--- src/rtl/cfba_ram.sv ---
// ============================================================================
// cfba_ram: simple dual-port synchronous RAM
// One write port and one read port, read data registered.
// ============================================================================
module cfba_ram #(
    parameter int DEPTH  = 64,
    parameter int ADDR_W = 6,
    parameter int WIDTH  = 16
) (
    input  logic              clk,
    input  logic              we,
    input  logic [ADDR_W-1:0] waddr,
    input  logic [WIDTH-1:0]  wdata,
    input  logic              re,
    input  logic [ADDR_W-1:0] raddr,
    output logic [WIDTH-1:0]  rdata
);

    logic [WIDTH-1:0] mem [DEPTH];
    logic [WIDTH-1:0] rdata_reg;

    always_ff @(posedge clk)
    begin
        if (we)
        begin
            mem[waddr] <= wdata;
        end
        // hold read data until the next read
        if (re)
        begin
            rdata_reg <= mem[raddr];
        end
    end

    assign rdata = rdata_reg;

endmodule

--- config.mk ---
export PLATFORM = sky130hd
export DESIGN_NAME = cfba_ram
export DESIGN_NICKNAME = d
export VERILOG_FILES = /design/src/rtl/cfba_ram.sv
export SDC_FILE = /design/constraint.sdc
export NUM_CORES = 1
export LEC_CHECK = 0
export CAP_MARGIN = 5
export CORE_MARGIN = 1
export CORE_UTILIZATION = 55
export DETAILED_ROUTE_END_ITERATION = 12
export DONT_BUFFER_PORTS = 1
export PLACE_DENSITY = 0.71
export SLEW_MARGIN = 15
export SYNTH_ARGS = -nofsm -noshare
export SYNTH_HDL_FRONTEND = slang
export SYNTH_SLANG_ARGS = --single-unit
--- constraint.sdc ---
create_clock -name clk -period 6.6 [get_ports clk]
set_input_delay 0.99 -clock clk [delete_from_list [all_inputs] [get_ports clk]]
set_output_delay 0.99 -clock clk [all_outputs]
set_load 0.005 [all_outputs]
Yosys cells after proc, flatten, opt, wreduce, memory -nomap -nowiden --
Memories as Yosys holds them, arrays and structs flattened. A register that Yosys moved wholly into a read port is not among the register bits. Index checks and enable logic that the tools add are counted.
Cells by class: mux-type cells 2
Operator list (number):
- $mux W1 | 2
Storage, ports and cells: bits in writable memories 1024, bits in registers 0, memories kept 1, output and inout port bits 16, input port bits 31, word-level logic and storage cells 3
Memories:
- mem | words 64, width 16, read ports 1, clocked after Yosys merged registers in 1, write ports 1, line 19 | logic [WIDTH-1:0] mem [DEPTH];

Logic depth before layout (Yosys ltp) --
word-level depth 2, depth in mapped cells 10, gate-level depth less buffers 5

Least setup slack after synthesis --
No wires, ideal clock.
path type input port to flip-flop, from in waddr[3], to mem mem[48][0] (enable), data required time 6191 ps, setup time 409 ps, arrival time 2616 ps, setup slack 3575 ps, cell stages on the path 4, buffers on the path 1, path through clkbuf_1 > nor2b_1 > nand4b_1 > nor3_1
RTL lines:
- from (decl) | line 12 | input logic [ADDR_W-1:0] waddr,
- to (decl) | line 19
No word-level cell before the write port.

==> reports/results.md <==
| Result | This run | Unit |
| --- | --- | --- |
| Run status | finished, final reports clean | - |
| Post-synthesis instance area | 40200 | µm² |
| Share of layout cells above drive strength 1 | 0.238 | - |
| Number of placed instances with taps included | 2740 | - |
| Hold path startpoint | wdata[12] | - |
| Startpoint type of the worst setup path | input pin | - |
| Crit path max-delay family | multiplexers | - |
| First-pass GRT wire length | 134 | mm |
| Destination of the worst register-to-register timing path | rdata[13]$_DFFE_PP_ | - |
| Number of top-level design ports | 47 | - |
| Core area | 71900 | µm² |
| Maximum ir drop on the vdd rail | 0.235 | mV |
| Sequential share of the synthesized area | 0.777 | - |
| Initial DRC count | 2615 | - |
| Number of cells on the worst reg-to-reg path | 4 | - |
| Cell types occupying the most area after synthesis | edfxtp_1 (78%), mux4_2 (12%), mux2i_1 (2.1%) | - |
| Count of buffers added by post-CTS timing repair for setup | 0 | - |
| Insertion delay to the later sink of the worst-skew pair | 0.66 | ns |
| Maximum number of pins on one net before global-route repair | 261 | - |
| Vias after detailed routing | 19000 | - |
| Number of cells on the worst hold path | 0 | - |
| Synthesized net count | 1860 | - |
| Hold Path End | mem[31][12]$_DFFE_PP_ | - |
| Critical path endpoint category | flop | - |
| Fin. Hold Viols | 0 | - |
| Antenna violation net count after detailed routing | 0 | - |
| Cell Count, Final, Fillers Out | 2924 | - |
| Fraction of synthesized cell area taken by the top area cell type | 0.777 | - |
| Post-detailed-route via-to-cell ratio | 6.48 | - |
| Post-cts sizing count | 0 | - |
| Final Setup Violations | 0 | - |
| Number of pins with negative max-slew slack in the final report | 0 | - |
| Largest register FFs | 1024 | - |
| Vert. Die Dim | 272 | µm |
| Startpoint of the worst register-to-register path | mem[60][13]$_DFFE_PP_ | - |
| Drc violations | 0 | - |
| Die W | 272 | µm |
| Largest driver fanout on the critical path | 260 | - |
| Area taken by flip-flops and latches | 31200 | µm² |
| Detailed placement HPWL | 50.7 | mm |
| Signed area change from the synthesized netlist to the final layout | 10.5 | % |
| Clock slew at the register clock pins of the worst setup and hold paths | 0.06 | ns |
| Final-layout setup total negative slack | 0 | ns |
| Ordered list of cells on the worst path | mux4_2, mux2i_1, a22oi_1, a31oi_1, a311oi_1 | - |
| Root buffer cell | clkbuf_16 | - |
| Antenna violations before repair | 3 | - |
| H-tree lvl count | 3 | - |
| Largest area contributor in the netlist | edfxtp_1 | - |
| Number of global-route vias before repair | 19200 | - |
| Gp weighted congestion | 0.907 | - |
| Share of the cycle needed by the critical path after routing | 0.408 | - |
| Slowest CP cell | mux4_2 | - |
| Cts hold-fix bufs | 0 | - |
| Die Footprint | 74200 | µm² |
| Worst clock skew on the final layout | 0.0225 | ns |
| Synth unique cells | 42 | - |
| Max Freq | 371 | MHz |
| Maximum count of clock buffers along a single path | 3 | - |
| Critical Path Max Stage Delay | 0.68 | ns |
| CTS tree | done | - |
| Arrival time of data at the critical path endpoint | 3.05 | ns |
| Cell count after synthesis | 1829 | - |
| Final-layout fill cell count | 4857 | - |
| Total overflow reported by the global router | 0 | - |
| Slew @ Worst Pin | 0.935 | ns |
| Drt first pass iters | 7 | - |
| Rel. slew slack | 0.376 | - |
| Multi-input combinational cell area | 8260 | µm² |
| WP data required | 6.95 | ns |
| Final critical-path required period | 2.69 | ns |
| Initial core utilization | 0.560 | - |
| Crit path kind | input pin to flop | - |
| CTS buffer count | 99 | - |
| Leakage power | 13.9 | nW |
| Power Density | 302 | nW/µm² |
| Max Cap Violations | 0 | - |
| Row Count | 98 | - |
| CTS sink cnt | 1040 | - |
| Worst Hold Margin | 0.430 | ns |
| Drt total wl | 92.8 | mm |
| Sum of buffers and inverters on the critical path | 0 | - |
| Number of antenna diodes | 0 | - |
| Total track usage | 0.255 | - |
| Type of the tightest min-delay check | input pin to flop | - |
| Slack of the worst reg-to-reg path | 4.33 | ns |
| Commonest non-fill, non-tap cells in the layout | edfxtp_1 (1040), mux4_2 (220), clkbuf_16 (102) | - |
| Syn avg cell area | 22.0 | µm² |
| WL per Instance | 31.7 | µm |
| Most common library cell in the layout ignoring fill and taps | edfxtp_1 | - |
| Final net count | 1922 | - |
| Number of synthesized register bits | 1040 | - |
| Yosys warning count | 0 | - |
| RSZ-0062 raised after global routing | false | - |
| Port-buffer cells | 0 | - |
how the worst max path moves through the flow:
stage / from / end / slack, ns / depth (start not counted)
6_report: raddr[0] / rdata[0]$_DFFE_PP_ / 3.91 / 5
5_1_grt: raddr[0] / rdata[13]$_DFFE_PP_ / 3.94 / 4
4_1_cts: raddr[2] / rdata[7]$_DFFE_PP_ / 4.08 / 5
3_5_place_dp: raddr[2] / rdata[7]$_DFFE_PP_ / 3.42 / 5
3_3_place_gp: raddr[2] / rdata[7]$_DFFE_PP_ / 3.36 / 5
2_1_floorplan: waddr[3] / mem[48][0]$_DFFE_PP_ / 3.58 / 4
cells by family after synthesis:
kind of cell	synth area share
buffers and inverters	0.0182
and+or+nand+nor	0.0264
muxes	0.155
AOI/OAI and AO/OA	0.0240
DFF	0.777
power breakdown:
part / leakage (nW) / switching, mW / internal (mW) / total (mW)
clock network: 1.59 / 2.39 / 3.30 / 5.69
registers: 9.37 / 0.0246 / 7.32 / 7.35
logic: 2.94 / 0.185 / 0.204 / 0.390
total: 13.9 / 2.60 / 10.8 / 13.4
metal layers:
metal,GRT usage,vias up,part of all wire
met5,0,-,0.00036
met4,0.0881,4,0.033
met3,0.0773,173,0.11
met2,0.392,1026,0.47
met1,0.350,9930,0.38
li1,-,7826,-
Yosys cell counts (all sizes together):
master  count
nor4        3
o21ai       8
buf        77
nand2      60
a211oi      8
nand3b      2
a41oi       5
or3b        1
and2        2
nand4      12
a311oi      8
nand4b      1
edfxtp   1040
a22oi      39
or3         1
nand2b      3
a221oi     16
a22o        6
nor3        2
mux4      224
nor2b      30
a21oi      17
mux2       27
nand3      24
mux2i      85
a31oi       8
nor2       74
and4        5
clkbuf     27
a211o       8
a221o       6
area by class of cell:
cell class              count  area share
repair buffers             65      0.0110
multi-input cells         685       0.186
clock buffers             121      0.0591
well taps                 950      0.0268
flip-flops and latches   1040       0.703
clock inverters            63      0.0143
through the flow:
stage               setup slack, ns  utilization  power (mW)  area [µm²]
finish                         3.91        0.618        13.4       44400
global route                   3.94        0.618        13.7       44400
CTS                            4.08        0.618        13.5       44400
detailed placement             3.42        0.573        7.87       41200
global placement               3.36        0.573        7.86       41200
floorplan                      3.58            -        7.86       40200
(Power assumes the default switching activity.)
